==> config.mk <==
export PLATFORM = sky130hd
export DESIGN_NAME = ms_bank
export DESIGN_NICKNAME = d
export VERILOG_FILES = /design/src/rtl/ms_pkg.sv /design/src/rtl/ms_bank.sv
export SDC_FILE = /design/constraint.sdc
export NUM_CORES = 2
export LEC_CHECK = 0
export BUFFER_PORTS_ARGS = -buffer_cell sky130_fd_sc_hd__buf_2
export CAP_MARGIN = 0
export CORE_MARGIN = 4
export CORE_UTILIZATION = 65
export DETAILED_ROUTE_END_ITERATION = 16
export PLACE_DENSITY_LB_ADDON = 0.1
export SLEW_MARGIN = 20
export SYNTH_ARGS = -nofsm -noshare
export SYNTH_HDL_FRONTEND = slang
export SYNTH_SLANG_ARGS = --single-unit
==> constraint.sdc <==
create_clock -name clk_i -period 6.2 [get_ports clk_i]
set_input_delay 0 -clock clk_i [delete_from_list [all_inputs] [get_ports clk_i]]
set_output_delay 0 -clock clk_i [all_outputs]
set_load 0.02 [all_outputs]
==> src/rtl/ms_pkg.sv <==
// ----------------------------------------------------------------------------
// ms_pkg
// Shared types and constants of the merge sorter: key type, default
// capacity and the memory control bundle between sequencer and top level.
// ----------------------------------------------------------------------------
`default_nettype none

package ms_pkg;

  localparam int unsigned KEY_W        = 32;
  localparam int unsigned CAPACITY_DEF = 64;

  typedef logic signed [KEY_W-1:0] key_t;

  // write strobe and bank selects issued by the sequencer
  typedef struct packed {
    logic we;
    logic wr_bank;
    logic rd_bank;
  } mem_ctl_t;

endpackage

`default_nettype wire

==> src/rtl/ms_bank.sv <==
// ----------------------------------------------------------------------------
// ms_bank
// Key memory bank: one write port, two read ports with registered data.
// ----------------------------------------------------------------------------
`default_nettype none

module ms_bank #(
  parameter int unsigned DEPTH = ms_pkg::CAPACITY_DEF
) (
  input  wire logic                     clk_i,
  input  wire logic                     we_i,
  input  wire logic [$clog2(DEPTH)-1:0] waddr_i,
  input  wire ms_pkg::key_t             wdata_i,
  input  wire logic [$clog2(DEPTH)-1:0] raddr_a_i,
  input  wire logic [$clog2(DEPTH)-1:0] raddr_b_i,
  output ms_pkg::key_t                  rdata_a_o,
  output ms_pkg::key_t                  rdata_b_o
);
  import ms_pkg::*;

  key_t mem_q [DEPTH];
  key_t rdata_a_q;
  key_t rdata_b_q;

  // write port
  always_ff @(posedge clk_i) begin
    if (we_i) begin
      mem_q[waddr_i] <= wdata_i;
    end
  end

  // registered read ports
  always_ff @(posedge clk_i) begin
    rdata_a_q <= mem_q[raddr_a_i];
    rdata_b_q <= mem_q[raddr_b_i];
  end

  assign rdata_a_o = rdata_a_q;
  assign rdata_b_o = rdata_b_q;

endmodule

`default_nettype wire

==> metrics.yaml <==
outcome: "finished, final reports clean"
p_leak_uw: 0.0334
tritoncts: "yes"
clk_latency_ns: 0.85
synth_area_um2: 95700
design.die.area_um2: 153000
post_cts_buffers: 0
rsz0062_at_grt: "false"
ys.flop_type: "edfxtp_1"
grt_first_pass_wirelength_mm: 402
period_share_pct: 47.6
critical_path_class: "input pin to register"
vias: 53300
synth_warnings: 0
totalPowerFinal_uw: 31100
routed_wl_mm: 285
powerDensity_nw_per_um2: 293
slew_viol_final: 0
hp-class: "input pin to register"
min_from: "raddr_a_i[1]"
grt_max_degree: 139
ys_async_sr_fraction_pct: 0
r2r_slack_ns: 3.72
fp.dieW_um: 392
fin_area_um2: 106000
finClkSkew_ns: 0.0308
share_comb_of_total_power_pct: 8.4
cap_violations: 0
syn_avg_cell_area_um2: 21.7
max_slew_margin_pct: 18.8
clockRootBuffer: "clkbuf_16"
tightest_slew_ns: 1.21
firstDrtPassIters: 6
fin_hold_ws_ns: 0.107
yosys_register_bits: 2112
power_switching_uw: 6990
syn_nets: 4464
whs_path_depth: 4
port_buffers: 115
clk_pin_slew_ns: 0.07
layout.cells.most_common: "edfxtp_1"
clock_sinks: 2112
h-tree-depth: 4
antenna_found_initial: 36
syn_inst: 4412
start_util_pct: 65.6
dp.cells: 6244
arrival_ns: 3.62
finalSetupViolCount: 0
drive_gt1_share_pct: 37.8
p_sw_share_pct: 22.5
grt_overflow: 0
cp_max_fo: 72
p_clk_share_pct: 40.3
ctsResizeCount: 0
drt_iter0_markers: 8653
syn2layout_area_growth_pct: 11.0
drcViolationCount: 0
yosys.cell_types.count: 38
fmax_mhz: 339
peakVddDrop_uv: 226
rr_endpoint: "rdata_b_o[22]"
antenna_left: 0
fin_crit_ns: 2.95
r2r_start: "mem_q[23][22]"
gr-usage-all-layers_pct: 38.1
cp-start-kind: "input pin"
fin_cells: 6698
grt_pass1_vias: 53000
viasPerCell: 7.96
tns_ns: 0
ff2ff_path_depth: 4
cts_made_buffers: 209
crit_path_end_kind: "register"
pwr-share-seq_pct: 51.3
nets: 4636
std_cell_rows: 140
place_congestion: 0.853
core_um2: 146000
hold_end: "rdata_a_o[8]"
placed_cell_area_um2: 98800
dp.final_hpwl_mm: 158
hold_viol: 0
synth-edff-count: 2048
cp.required_ns: 6.87
ios: 116
wl_per_cell_um: 42.6
cts_hold_buf: 42
p_int_uw: 24100
die_y_um: 392
final_cell_mix: "edfxtp_1, mux4_2, clkbuf_16, mux2i_1, buf_4"
ys_seq_area_share_pct: 65.6
clock_path_buffers: 3
## cells in the mapped netlist, types with 3 or more instances
cell type / number / area, µm²
edfxtp_1: 2048 / 61500
mux4_2: 1124 / 25300
mux2i_1: 204 / 2040
clkbuf_1: 135 / 507
buf_2: 121 / 606
nor2_1: 94 / 353
nand2_1: 93 / 349
a22oi_1: 85 / 638
dfxtp_1: 64 / 1280
a21oi_1: 58 / 290
o22ai_1: 56 / 350
buf_4: 55 / 413
mux2_2: 36 / 405
o21ai_1: 31 / 155
o211ai_1: 27 / 203
buf_1: 25 / 93.8
nor2b_1: 19 / 119
o21ai_0: 18 / 90.1
o221ai_1: 16 / 140
a211oi_1: 15 / 113
a221oi_1: 13 / 114
buf_6: 11 / 124
a32oi_1: 9 / 78.8
nand3_1: 9 / 45.0
o32a_1: 9 / 90.1
nand2b_1: 8 / 50.1
and2_1: 6 / 37.5
nand3b_1: 6 / 45.0
nor3_1: 3 / 15.0
or2_2: 3 / 18.8
## critical path: stages
cell and delay (ns):
buf_8 0.62, buf_4 0.53, buf_4 0.59, mux4_2 0.57, mux2_2 0.27, o211ai_1 0.62
a21oi_1 0.20
## metal layers
layer | vias to the layer above | wire (µm) | global-route usage (%)
li1 | 19900 | - | -
met1 | 28000 | 96000 | 54.3
met2 | 4660 | 128000 | 54.7
met3 | 777 | 49100 | 15.1
met4 | 14 | 12400 | 14.0
met5 | - | 87 | 0
## final cells by class
cell class | count | area [µm²]
clock inverters | 96 | 842
inverters | 1 | 3.75
clock buffers | 295 | 5890
diodes | 17 | 42.5
fillers | 8230 | 39800
multi-input cells | 1952 | 31600
flip-flops and latches | 2112 | 62800
well taps | 1917 | 2400
repair buffers | 308 | 2550
## logic make-up (layout without fill, tap and decap cells)
group | Yosys count | count (layout) | share of synthesized area [%]
AOI/OAI and AO/OA | 340 | 340 | 2.39
buffers and inverters | 348 | 700 | 1.83
DFF | 2112 | 2112 | 65.6
muxes | 1364 | 1364 | 29.0
other | 0 | 17 | 0
and+or+nand+nor | 248 | 248 | 1.13
## power by group through the flow
stage	Combinational, µW	Clock (µW)	Sequential, µW
2_1_floorplan	1510	0	16200
3_3_place_gp	2500	0	16200
3_5_place_dp	2530	0	16200
4_1_cts	2560	12600	15900
5_1_grt	2730	13200	15900
6_report	2620	12500	15900
## worst max-delay path by stage
stage                 start             to  slack (ns)  cells past startpoint
5_1_grt        raddr_b_i[0]  rdata_b_o[24]        3.08                      7
4_1_cts        raddr_b_i[0]  rdata_b_o[17]        3.32                      7
3_3_place_gp   raddr_b_i[0]  rdata_b_o[17]        2.43                      7
6_report       raddr_b_i[0]  rdata_b_o[17]        3.25                      7
3_5_place_dp   raddr_b_i[0]  rdata_b_o[17]        2.49                      7
2_1_floorplan    waddr_i[3]   mem_q[48][0]        3.01                      4
## stage by stage
step | utilization (%) | worst slack, ns
2_1_floorplan | - | 3.01
3_3_place_gp | 67.7 | 2.43
3_5_place_dp | 67.7 | 2.49
4_1_cts | 72.6 | 3.32
5_1_grt | 72.7 | 3.08
6_report | 72.8 | 3.25
## flip-flops by register name, indices dropped and copies added (netlist names)
register,flops
mem_q,2048
rdata_a_o,32
rdata_b_o,32
No activity file was read; power rests on OpenSTA's default activity.
