===== src/rtl/ms_pkg.sv =====
// ----------------------------------------------------------------------------
// ms_pkg
// Shared types and constants of the merge sorter: key type, default
// capacity and the memory control bundle between sequencer and top level.
// ----------------------------------------------------------------------------
`default_nettype none

package ms_pkg;

  localparam int unsigned KEY_W        = 32;
  localparam int unsigned CAPACITY_DEF = 64;

  typedef logic signed [KEY_W-1:0] key_t;

  // write strobe and bank selects issued by the sequencer
  typedef struct packed {
    logic we;
    logic wr_bank;
    logic rd_bank;
  } mem_ctl_t;

endpackage

`default_nettype wire


===== src/rtl/ms_ctrl.sv =====
// ----------------------------------------------------------------------------
// ms_ctrl
// Sequencer of the merge sorter: loads keys, runs bottom-up merge passes
// through one shared compare unit between two ping-pong banks, then
// streams the sorted set out.
// ----------------------------------------------------------------------------
`default_nettype none

module ms_ctrl #(
  parameter int unsigned CAPACITY = ms_pkg::CAPACITY_DEF
) (
  input  wire logic                        clk_i,
  input  wire logic                        rst_ni,
  input  wire logic                        in_valid_i,
  output logic                             in_ready_o,
  input  wire ms_pkg::key_t                in_key_i,
  input  wire logic                        in_final_i,
  output logic                             out_valid_o,
  input  wire logic                        out_ready_i,
  output logic                             out_last_o,
  output ms_pkg::mem_ctl_t                 mem_ctl_o,
  output logic [$clog2(CAPACITY)-1:0]      waddr_o,
  output logic [$clog2(CAPACITY)-1:0]      raddr_a_o,
  output logic [$clog2(CAPACITY)-1:0]      raddr_b_o,
  output ms_pkg::key_t                     wdata_o,
  input  wire ms_pkg::key_t                rdata_a_i,
  input  wire ms_pkg::key_t                rdata_b_i
);
  import ms_pkg::*;

  localparam int unsigned AW = $clog2(CAPACITY);
  localparam int unsigned CW = $clog2(CAPACITY + 1);
  localparam int unsigned PW = CW + 2;
  localparam logic [PW-1:0] CAP_P = PW'(CAPACITY);
  localparam logic [PW-1:0] ONE_P = PW'(1);

  typedef enum logic [2:0] {
    ST_LOAD,
    ST_SETUP,
    ST_READ,
    ST_MERGE,
    ST_OUT_READ,
    ST_OUT_SHOW
  } state_e;

  state_e        state_q;
  logic [PW-1:0] cnt_q, w_q, lo_q, mid_q, hi_q, a_q, b_q, k_q, idx_q;
  logic          src_q;
  logic          out_valid_q;

  logic          accept;
  logic          room;
  logic [PW-1:0] cnt_inc;
  logic [PW-1:0] lo_w, lo_2w, mid_n, hi_n;
  logic          a_live, b_live, take_a;
  logic [PW-1:0] k_next, w_dbl;
  logic          run_done, pass_done, sort_done;

  // load side
  assign in_ready_o = (state_q == ST_LOAD);
  assign accept     = in_valid_i && in_ready_o;
  assign room       = (cnt_q < CAP_P);
  assign cnt_inc    = cnt_q + PW'(room);

  // run bounds, clipped to the set size
  assign w_dbl = w_q << 1;
  assign lo_w  = lo_q + w_q;
  assign lo_2w = lo_q + w_dbl;
  assign mid_n = (lo_w > cnt_q)  ? cnt_q : lo_w;
  assign hi_n  = (lo_2w > cnt_q) ? cnt_q : lo_2w;

  // shared compare unit: head of left run against head of right run
  assign a_live    = (a_q < mid_q);
  assign b_live    = (b_q < hi_q);
  assign take_a    = a_live && (!b_live || (rdata_a_i < rdata_b_i));
  assign k_next    = k_q + ONE_P;
  assign run_done  = (k_next == hi_q);
  assign pass_done = (lo_2w >= cnt_q);
  assign sort_done = (w_dbl >= cnt_q);

  // memory requests
  always_comb begin
    mem_ctl_o.rd_bank = src_q;
    if (state_q == ST_MERGE) begin
      mem_ctl_o.we      = 1'b1;
      mem_ctl_o.wr_bank = ~src_q;
      waddr_o           = k_q[AW-1:0];
      wdata_o           = take_a ? rdata_a_i : rdata_b_i;
    end else begin
      mem_ctl_o.we      = accept && room;
      mem_ctl_o.wr_bank = 1'b0;
      waddr_o           = cnt_q[AW-1:0];
      wdata_o           = in_key_i;
    end
    if (state_q == ST_READ || state_q == ST_MERGE) begin
      raddr_a_o = a_q[AW-1:0];
    end else begin
      raddr_a_o = idx_q[AW-1:0];
    end
    raddr_b_o = b_q[AW-1:0];
  end

  assign out_valid_o = out_valid_q;
  assign out_last_o  = ((idx_q + ONE_P) == cnt_q);

  // sequencer
  always_ff @(posedge clk_i or negedge rst_ni) begin
    if (!rst_ni) begin
      state_q     <= ST_LOAD;
      cnt_q       <= '0;
      w_q         <= '0;
      lo_q        <= '0;
      mid_q       <= '0;
      hi_q        <= '0;
      a_q         <= '0;
      b_q         <= '0;
      k_q         <= '0;
      idx_q       <= '0;
      src_q       <= 1'b0;
      out_valid_q <= 1'b0;
    end else begin
      unique case (state_q)
        ST_LOAD: begin
          if (accept) begin
            cnt_q <= cnt_inc;
            if (in_final_i) begin
              src_q <= 1'b0;
              w_q   <= ONE_P;
              lo_q  <= '0;
              idx_q <= '0;
              state_q <= (cnt_inc <= ONE_P) ? ST_OUT_READ : ST_SETUP;
            end
          end
        end
        ST_SETUP: begin
          mid_q   <= mid_n;
          hi_q    <= hi_n;
          a_q     <= lo_q;
          b_q     <= mid_n;
          k_q     <= lo_q;
          state_q <= ST_READ;
        end
        ST_READ: begin
          state_q <= ST_MERGE;
        end
        ST_MERGE: begin
          if (take_a) begin
            a_q <= a_q + ONE_P;
          end else begin
            b_q <= b_q + ONE_P;
          end
          k_q <= k_next;
          if (run_done) begin
            if (pass_done) begin
              src_q <= ~src_q;
              w_q   <= w_dbl;
              lo_q  <= '0;
              idx_q <= '0;
              state_q <= sort_done ? ST_OUT_READ : ST_SETUP;
            end else begin
              lo_q    <= lo_2w;
              state_q <= ST_SETUP;
            end
          end else begin
            state_q <= ST_READ;
          end
        end
        ST_OUT_READ: begin
          out_valid_q <= 1'b1;
          state_q     <= ST_OUT_SHOW;
        end
        ST_OUT_SHOW: begin
          if (out_ready_i) begin
            out_valid_q <= 1'b0;
            if (out_last_o) begin
              cnt_q   <= '0;
              state_q <= ST_LOAD;
            end else begin
              idx_q   <= idx_q + ONE_P;
              state_q <= ST_OUT_READ;
            end
          end
        end
        default: begin
          state_q <= ST_LOAD;
        end
      endcase
    end
  end

endmodule

`default_nettype wire


===== config.mk =====
export PLATFORM = sky130hd
export DESIGN_NAME = ms_ctrl
export DESIGN_NICKNAME = d
export VERILOG_FILES = /design/src/rtl/ms_pkg.sv /design/src/rtl/ms_ctrl.sv
export SDC_FILE = /design/constraint.sdc
export NUM_CORES = 1
export LEC_CHECK = 0
export BUFFER_PORTS_ARGS = -buffer_cell sky130_fd_sc_hd__buf_2
export CELL_PAD_IN_SITES_DETAIL_PLACEMENT = 1
export CELL_PAD_IN_SITES_GLOBAL_PLACEMENT = 2
export CORE_AREA = 2 2 168 170
export DETAILED_ROUTE_END_ITERATION = 10
export DIE_AREA = 0 0 170 172
export PLACE_DENSITY_LB_ADDON = 0.1
export RECOVER_POWER = 25
export SYNTH_ARGS = -nofsm -noshare
export SYNTH_HDL_FRONTEND = slang
export SYNTH_SLANG_ARGS = --single-unit

===== constraint.sdc =====
create_clock -name clk_i -period 3.52 [get_ports clk_i]
set_clock_uncertainty 0.15 [all_clocks]
set_input_delay 0.176 -clock clk_i [delete_from_list [all_inputs] [get_ports clk_i]]
set_output_delay 0.176 -clock clk_i [all_outputs]
set_load 0.02 [all_outputs]

==> impl_metrics.yaml, run 1 <==
route:
  route.detailed.drc: 0
  avgViaCountPerCell: 5.22
  drtAntennaViolNets: 0
  wire_per_inst_um: 20.5
  wl_um: 32000
  vias: 8137
  drtPass1Iterations: 4
  drt_iter0_markers: 287
place:
  port_buffers: 156
  place_congestion: 0.861
  dp_hpwl_um: 24200
  placed_area_um2: 9710
finish:
  nFillCells: 3328
  fin_area_um2: 10600
  layout-drive-gt1-share_pct: 28.6
  nNetsFinal: 1403
  fin_util_pct: 38.4
  area.growth.synth_to_final_pct: 30.4
  antenna_cells: 0
  register_area_um2: 2130
  multiInputGateArea_um2: 5760
timing:
  fin_crit_ns: 3.59
  finalCritPeriodShare_pct: 102
  tightest_slew_ns: 1.29
  relSlewSlack_pct: 13.9
  setup_viol: 13
  drv_slew: 0
  rsz0062_at_grt: "yes"
  max_freq_mhz: 278
  timing_hold_violations_final: 0
  fin_ws_ns: -0.0711
worst_setup_path:
  r2r.worst_path.cells: 15
  path_delay_family: "compound AO/OA/AOI/OAI gates"
  critPathKind: "reg2reg"
  start_kind: "register"
  cp_data_arrival_time_ns: 3.67
  max_stage_delay_ns: 0.45
  cp_num_buf_inv: 0
  critPathCaptureType: "register"
  crit_path_top_delay_cell: "dfrtp_2"
  cp.required_ns: 3.60
  cp_cell_sequence: "ha_4, a21oi_4, o21ai_2, o21a_1, nor2_2, xnor2_2, ha_1, and3_1, nand2_1, a21oi_1, o21ai_4, nand2_4, mux2_4, a222oi_1, o21ai_1"
  crit_cells: 15
  cp_max_fo: 6
floorplanning:
  coreArea_um2: 27500
  rows: 61
  start_util_pct: 29.5
  ioPinCount: 157
  die_w_um: 170
  die-area_um2: 29200
  die_h_um: 172
synth:
  synth_top_area_cell: "dfrtp_1"
  yosysMostFrequentCell: "nand2_1"
  synth_cell_types: 71
  synthCells: 991
  synth_ff_type: "dfrtp_1"
  avgSynthCellArea_um2: 8.17
  ys_ff_latch: 85
  synthTopCellsByCount: "113 x nand2_1, 93 x o21ai_0, 92 x ha_1"
  ys_seq_area_share_pct: 26.3
  synth_area_leaders: "dfrtp_1 26%, ha_1 14%, mux2i_1 6.4%, o21ai_0 5.7%, nand2_1 5.2%"
  syn_nets: 1185
  synthArstFlopShare_pct: 100
  syn_area_um2: 8100
  synth-edff-count: 0
  synth_top_area_share_pct: 26.3
  synth.yosys.warnings: 0
pwr:
  p_per_area_nw_per_um2: 797
  ir_drop_v: 0.000329
  totalPowerFinal_mw: 8.42
  power_leakage_nw: 5.02
clock_network:
  htreeDepth: 3
  clock_latency_ns: 0.36
  cts_num_sinks: 85
  ctsRootBufferMaster: "clkbuf_16"
  path_clk_slew_ns: 0.07
  cts_tree: "yes"
  clockBufferDepth: 2
  numCtsBuffers: 9
min_path:
  whs_path_depth: 5
  worst_hold_path_type: "in2reg"
global_route:
  antenna_found_initial: 0
  grt_pass1_vias: 8093
  grt-ovfl-total: 0
  grt_pass1_wl_um: 47700
  track_usage_pct: 21.4
  grt_max_degree: 71
job:
  cap_violations: 0
run_status:
  violations: "negative setup slack"
  status: "finished with violations"
layout make-up:
type                       count  area share [%]
timing repair buffer         263            15.6
clock inverter                 3           0.640
sequential                    85            20.2
inverter                      69            2.45
tap                          346            4.10
clock buffer                  12            2.52
multi-input combinational    781            54.5
report_power, final:
group | internal [mW] | switching [mW]
logic | 2.47 | 3.15
registers | 1.26 | 0.417
clock network | 0.677 | 0.440
total | 4.41 | 4.01
worst reg2reg max path, cell delays in order, from the launching register on:
cell and delay (ns):
dfrtp_2 0.45, ha_4 0.27, a21oi_4 0.16, o21ai_2 0.10
o21a_1 0.18, nor2_2 0.12, xnor2_2 0.09, ha_1 0.31
and3_1 0.22, nand2_1 0.08, a21oi_1 0.36, o21ai_4 0.13
nand2_4 0.13, mux2_4 0.32, a222oi_1 0.29, o21ai_1 0.10
per-stage QoR:
step	std cells	setup slack (ns)	hold WS (ns)	setup TNS (ns)
after floorplan	991	0.000284	-0.270	0
after global placement	1519	-0.0452	0.108	-0.0910
after detailed placement	1519	-0.145	0.111	-2.30
after CTS	1549	0.00572	0.174	0
after global routing	1559	-0.254	0.202	-4.37
final	1559	-0.0711	0.172	-0.360
metal layers:
layer	up-vias	GRT usage (%)	wire length, um
li1	3998	-	-
met1	3980	29.8	15400
met2	120	34.8	15100
met3	39	3.46	860
met4	0	4.87	715
met5	-	0	0
what timing repair did:
action	CTS	global route
setup endpoints to repair	42	86
gates resized for setup	25	43
buffers inserted	11	10
hold buffers	2	0
cloned	2	1
pin swaps	9	21
hold endpoints to repair	45	0
final timing paths:
check,start,to,slack (ns)
setup / recovery,lo_q[2],b_q[5],-0.07
hold / removal,in_final_i,state_q[2],0.17
setup reg to reg,lo_q[2],b_q[5],-0.07
hold reg to reg,mid_q[2],mid_q[2],0.34
max in group asynchronous,rst_ni,lo_q[2],1.86
min in group asynchronous,rst_ni,a_q[4],0.48
logic make-up (layout without fill, tap and decap cells):
| logic type | after synthesis | in the layout | share of synthesized area, % |
|---|---|---|---|
| xor+xnor | 41 | 41 | 4.43 |
| simple gates | 307 | 307 | 18.5 |
| flops | 85 | 85 | 26.3 |
| mux | 66 | 66 | 8.37 |
| compound gates | 273 | 274 | 21.3 |
| fa+ha+maj | 93 | 93 | 14.5 |
| buf+inv | 126 | 347 | 6.63 |
state kept, by name, summed over array words and instances (netlist names):
name / count
hi_q: 9
mid_q: 9
w_q: 9
state_q: 3
k_q: 9
a_q: 9
lo_q: 8
cnt_q: 9
idx_q: 9
b_q: 9
out_valid_o: 1
src_q: 1
cell usage in the layout (no fill, tap or decap), drive strengths merged, types with 7 or more instances in the layout:
cell | netlist | routed
a21oi | 51 | 51
mux2i | 52 | 52
o211ai | 7 | 7
nand3 | 43 | 43
ha | 92 | 92
mux2 | 14 | 14
and2 | 10 | 10
buf | 21 | 258
a31oi | 10 | 10
o22ai | 9 | 9
nand2b | 11 | 11
clkbuf | 36 | 15
dfrtp | 85 | 85
a22o | 10 | 10
nand2 | 113 | 113
xnor2 | 32 | 32
o21ai | 105 | 105
or3 | 8 | 8
a21o | 12 | 13
inv | 69 | 69
and3 | 19 | 19
nand4 | 8 | 8
nor2b | 10 | 10
xor2 | 9 | 9
nor3 | 15 | 15
nor2 | 49 | 49
o21a | 12 | 12
Power figures use the tool's default switching activity.
==> run 2, diff against run 1 <==
- ABC_AREA: unset -> 1
- CORE_AREA: 2 2 168 170 -> 2 2 175 177
- DIE_AREA: 0 0 170 172 -> 0 0 177 179
==> impl_metrics.yaml, run 2 <==
timing:
  max_freq_mhz: 297
  fin_ws_ns: 0.151
  finalCritPeriodShare_pct: 95.7
  setup_viol: 0
  worst_hold_slack_ns: 0.210
  drv_slew: 57
  timing_hold_violations_final: 0
  tightest_slew_ns: 1.63
  fin_crit_ns: 3.37
  relSlewSlack_pct: -8.93
place:
  pre_cts_slack_ns: 0.0254
  port_buffers: 156
  dp_hpwl_um: 24500
  place_congestion: 0.855
min_path:
  hold_path_end: "state_q[2]"
  whs_path_depth: 5
  worst_hold_path_type: "in2reg"
  hp-start: "in_final_i"
global_route:
  grtUsageMet2_pct: 34.7
  grt_use_met3_pct: 2.63
  antenna_found_initial: 0
  grt_busiest_layer: "met2"
  grt_max_degree: 77
  grt_pass1_vias: 8775
  track_usage_pct: 20.1
  grt_pass1_wl_um: 49100
  met1_usage_pct: 25.9
  grt-ovfl-total: 0
worst_setup_path:
  reg2reg_setup_slack_ns: 0.15
  r2r_start: "w_q[2]"
  cp_max_fo: 9
  start_kind: "register"
  r2r.worst_path.cells: 18
  critPathCaptureType: "register"
  max_stage_delay_ns: 0.44
  reg2reg_to: "idx_q[8]"
  critPathKind: "reg2reg"
  cp_data_arrival_time_ns: 3.47
  cp_cell_sequence: "buf_4, ha_4, nand3_1, nand3_2, a21oi_1, o21ai_1, xor2_1, inv_1, ha_1, nand2_1, o21bai_1, a21oi_1, nor2_2, nand2_2, nand3_1, nand3b_4, nand2_1, o21ai_2"
  crit_path_top_delay_cell: "dfrtp_2"
  cp.required_ns: 3.62
finish:
  antenna_cells: 0
  layout-drive-gt1-share_pct: 21.2
  nNetsFinal: 1563
  final_common_cell: "nand2_1"
  layout_common_cells: "331 x nand2_1, 153 x buf_2, 137 x nand3_1"
  area.growth.synth_to_final_pct: 23.7
  fin_util_pct: 33.7
route:
  avgViaCountPerCell: 4.87
  drt_iter0_markers: 325
  route.detailed.drc: 0
  wire_per_inst_um: 18.0
  drtAntennaViolNets: 0
  vias: 8622
  drtPass1Iterations: 5
  wl_um: 31800
synth:
  synth-edff-count: 0
  ys_seq_area_share_pct: 26.0
  synth_area_leaders: "dfrtp_1 26%, nand2_1 15%, ha_1 14%, nand3_1 8.4%, inv_1 6.3%"
  synth_top_area_share_pct: 26.0
  synthArstFlopShare_pct: 100
  synthTopCellsByCount: "337 x nand2_1, 138 x inv_1, 138 x nand3_1"
  synth.yosys.warnings: 0
  synth_cell_types: 44
  synthCells: 1199
  syn_nets: 1393
  ys_ff_latch: 85
  synth_top_area_cell: "dfrtp_1"
  avgSynthCellArea_um2: 6.83
  syn_area_um2: 8190
  yosysMostFrequentCell: "nand2_1"
  synth_ff_type: "dfrtp_1"
run_status:
  status: "finished with violations"
  violations: "max-capacitance violations, max-slew violations"
floorplanning:
  coreArea_um2: 30000
  die-area_um2: 31700
  ioPinCount: 157
  rows: 64
  die_h_um: 179
  start_util_pct: 27.3
  die_w_um: 177
clock_network:
  path_clk_slew_ns: 0.07
  htreeDepth: 3
  clockBufferDepth: 2
  cts_tree: "yes"
  numCtsBuffers: 9
  cts_num_sinks: 85
  ctsRootBufferMaster: "clkbuf_16"
  clock_latency_ns: 0.37
pwr:
  power_leakage_nw: 5.35
  totalPowerFinal_mw: 7.36
  p_per_area_nw_per_um2: 726
  ir_drop_v: 0.000284
job:
  cap_violations: 1
==> run 2: how the worst max path moves through the flow <==
stage,from,endpoint,slack (ns)
2_1_floorplan,w_q[0],hi_q[8],0.30
3_3_place_gp,lo_q[2],hi_q[8],0.10
3_5_place_dp,w_q[2],hi_q[8],0.03
4_1_cts,lo_q[3],hi_q[8],0.02
5_1_grt,lo_q[2],idx_q[2],-0.07
6_report,w_q[2],idx_q[8],0.15
==> run 2: kinds of logic after synthesis <==
| group | share of synthesized area [%] |
|---|---|
| simple gates | 33.6 |
| fa+ha+maj | 14.3 |
| buf+inv | 9.37 |
| compound gates | 12.9 |
| xor+xnor | 3.85 |
| flops | 26.0 |
==> run 2: area by class of cell <==
type | instances | area (um^2)
Fill cell | 3870 | 19900
Multi-Input combinational cell | 925 | 5430
Sequential cell | 85 | 2130
Timing Repair Buffer | 205 | 1190
Inverter | 143 | 541
Tap cell | 396 | 495
Clock buffer | 9 | 225
Clock inverter | 7 | 114
==> run 2: repair_timing <==
action	4_1_cts	5_1_grt
hold endpoints to repair	60	0
endpoints found under the setup margin	0	54
resized for setup	0	37
setup buffers	0	6
hold buffers	3	0
==> run 2: worst max-delay path: cells and delay by family (launching register included) <==
kind	cells	cell delay, ns
DFF	1	0.44
buffers and inverters	2	0.24
and+or+nand+nor	8	1.02
adders and majority gates	2	0.59
xor gates and xnor gates	1	0.22
AOI/OAI and AO/OA	5	0.61
==> run 2: routing by layer <==
layer	up-vias	part of all wire, %
met3	30	4.2
met4	0	2.3
met1	4077	47
met2	174	47
met5	-	0
li1	4341	-
==> run 2: through the flow <==
| step | cells | setup TNS, ns | cell area, um^2 |
|---|---|---|---|
| global route | 1770 | -1.19 | 10100 |
| CTS | 1762 | 0 | 9960 |
| detailed placement | 1743 | 0 | 9590 |
| global placement | 1743 | 0 | 9590 |
| finish | 1770 | 0 | 10100 |
| floorplan | 1199 | 0 | 8190 |
==> run 2: where the power goes <==
group / leakage (nW) / total, mW / internal [mW] / switching (mW)
Sequential: 1.14 / 1.44 / 1.20 / 0.233
Combinational: 4.05 / 4.78 / 1.57 / 3.21
Clock: 0.169 / 1.14 / 0.692 / 0.451
Total: 5.35 / 7.36 / 3.46 / 3.89
==> run 3, diff against run 2 <==
- SETUP_SLACK_MARGIN: unset -> 0.2
==> impl_metrics.yaml, run 3 (synthesis gave the netlist of run 2 again) <==
timing:
  relSlewSlack_pct: -8.75
  rsz0062_at_grt: "yes"
  timing_hold_violations_final: 0
  fin_setup_tns_ns: 0
  finalCritPeriodShare_pct: 93.7
  tightest_slew_ns: 1.63
  fin_crit_ns: 3.30
  max_freq_mhz: 303
  setup_viol: 0
  drv_slew: 57
  worst_hold_slack_ns: 0.207
global_route:
  grt_pass1_vias: 8904
  antenna_found_initial: 0
  grt_max_degree: 77
  grt-ovfl-total: 0
  grt_pass1_wl_um: 49700
  track_usage_pct: 20.4
route:
  drtPass1Iterations: 6
  route.detailed.drc: 0
  wire_per_inst_um: 18.1
  drtAntennaViolNets: 0
  avgViaCountPerCell: 4.87
  drt_iter0_markers: 276
  vias: 8671
  wl_um: 32300
worst_setup_path:
  critPathCaptureType: "register"
  cp_data_arrival_time_ns: 3.39
  r2r_start: "lo_q[2]"
  cp.required_ns: 3.61
  cp_max_fo: 8
  cp-startpoint: "lo_q[2]"
  reg2reg_setup_slack_ns: 0.22
  start_kind: "register"
  critPathKind: "reg2reg"
clock_network:
  htreeDepth: 3
  cts_tree: "yes"
  clock_latency_ns: 0.37
  ctsRootBufferMaster: "clkbuf_16"
  clockBufferDepth: 2
  cts_num_sinks: 85
  path_clk_slew_ns: 0.07
  numCtsBuffers: 9
finish:
  final_common_cell: "nand2_1"
  antenna_cells: 0
  layout_common_cells: "313 x nand2_1, 153 x buf_2, 130 x inv_1, 130 x nand3_1"
  layout-drive-gt1-share_pct: 26.1
  nNetsFinal: 1572
  fin_cells: 1779
  area.growth.synth_to_final_pct: 29.0
job:
  cap_violations: 1
min_path:
  hp-start: "in_final_i"
  worst_hold_path_type: "in2reg"
run_status:
  violations: "max-capacitance violations, max-slew violations"
  status: "finished with violations"
floorplanning:
  ioPinCount: 157
  start_util_pct: 27.3
  die_h_um: 179
  rows: 64
  coreArea_um2: 30000
  die-area_um2: 31700
  die_w_um: 177
pwr:
  ir_drop_v: 0.000284
  p_per_area_nw_per_um2: 748
  power_leakage_nw: 5.43
place:
  dp.cells: 1743
  place_congestion: 0.855
  dp_hpwl_um: 24500
  port_buffers: 156
[run 3: cell count changes in the layout (fill, tap and decap cells not counted), sizes merged]
| cell | change |
|---|---|
| buf | +9 |
| nand3b | -1 |
| clkbuf | +1 |
[run 3: critical path, cell delays in order, from the launching register on]
cell	delay, ns
dfrtp_2	0.44
buf_6	0.13
ha_4	0.26
nand3_2	0.07
nand3_2	0.10
a21oi_2	0.06
o21ai_2	0.21
xor2_2	0.19
inv_1	0.11
ha_4	0.29
nand2_4	0.05
o21bai_1	0.15
a21oi_1	0.18
nor2_2	0.08
nand2_2	0.11
buf_6	0.15
clkinvlp_4	0.22
nand3_2	0.13
nand2_1	0.09
[run 3: worst paths after layout]
kind | to | cells past startpoint
max | lo_q[4] | 18
min | state_q[2] | 5
max reg2reg | lo_q[4] | 18
min reg2reg | mid_q[5] | 2
max in group asynchronous | lo_q[3] | 3
min in group asynchronous | a_q[4] | 2
[run 3: final cells by class]
| class | instances | area, um^2 |
|---|---|---|
| clock buffer | 9 | 225 |
| clock inverter | 7 | 114 |
| fill | 3842 | 19500 |
| inverter | 143 | 546 |
| multi-input combinational | 924 | 5730 |
| sequential | 85 | 2130 |
| tap | 396 | 495 |
| timing repair buffer | 215 | 1320 |
[run 3: what timing repair did]
item	4_1_cts	5_1_grt
gates resized for setup	30	102
setup endpoints to repair	56	88
buffers inserted	8	6
endpoints found under the hold margin	60	0
cloned	1	2
hold buffers	3	0
pin swaps	6	38
[run 3: metal layers]
layer	track usage (%)	part of all wire, %	routed length, um
met3	2.82	4.5	1440
met1	25.9	46	14800
met2	34.9	47	15100
met4	7.58	2.8	901
met5	0	0	0
[run 3: through the flow]
step	utilization, %	total power [mW]	setup slack [ns]	instance area (um^2)
floorplan	-	4.37	0.304	8190
global placement	31.9	5.97	0.100	9590
detailed placement	31.9	6.04	0.0254	9590
CTS	33.8	7.53	0.194	10100
global route	35.2	8.58	0.116	10600
finish	35.2	7.91	0.222	10600
[run 3: where the power goes]
part / switching [mW] / total [mW] / internal, mW / leakage (nW)
sequential: 0.237 / 1.44 / 1.20 / 1.13
combinational: 3.44 / 5.31 / 1.87 / 4.12
clock: 0.461 / 1.15 / 0.692 / 0.169
total: 4.14 / 7.91 / 3.76 / 5.43
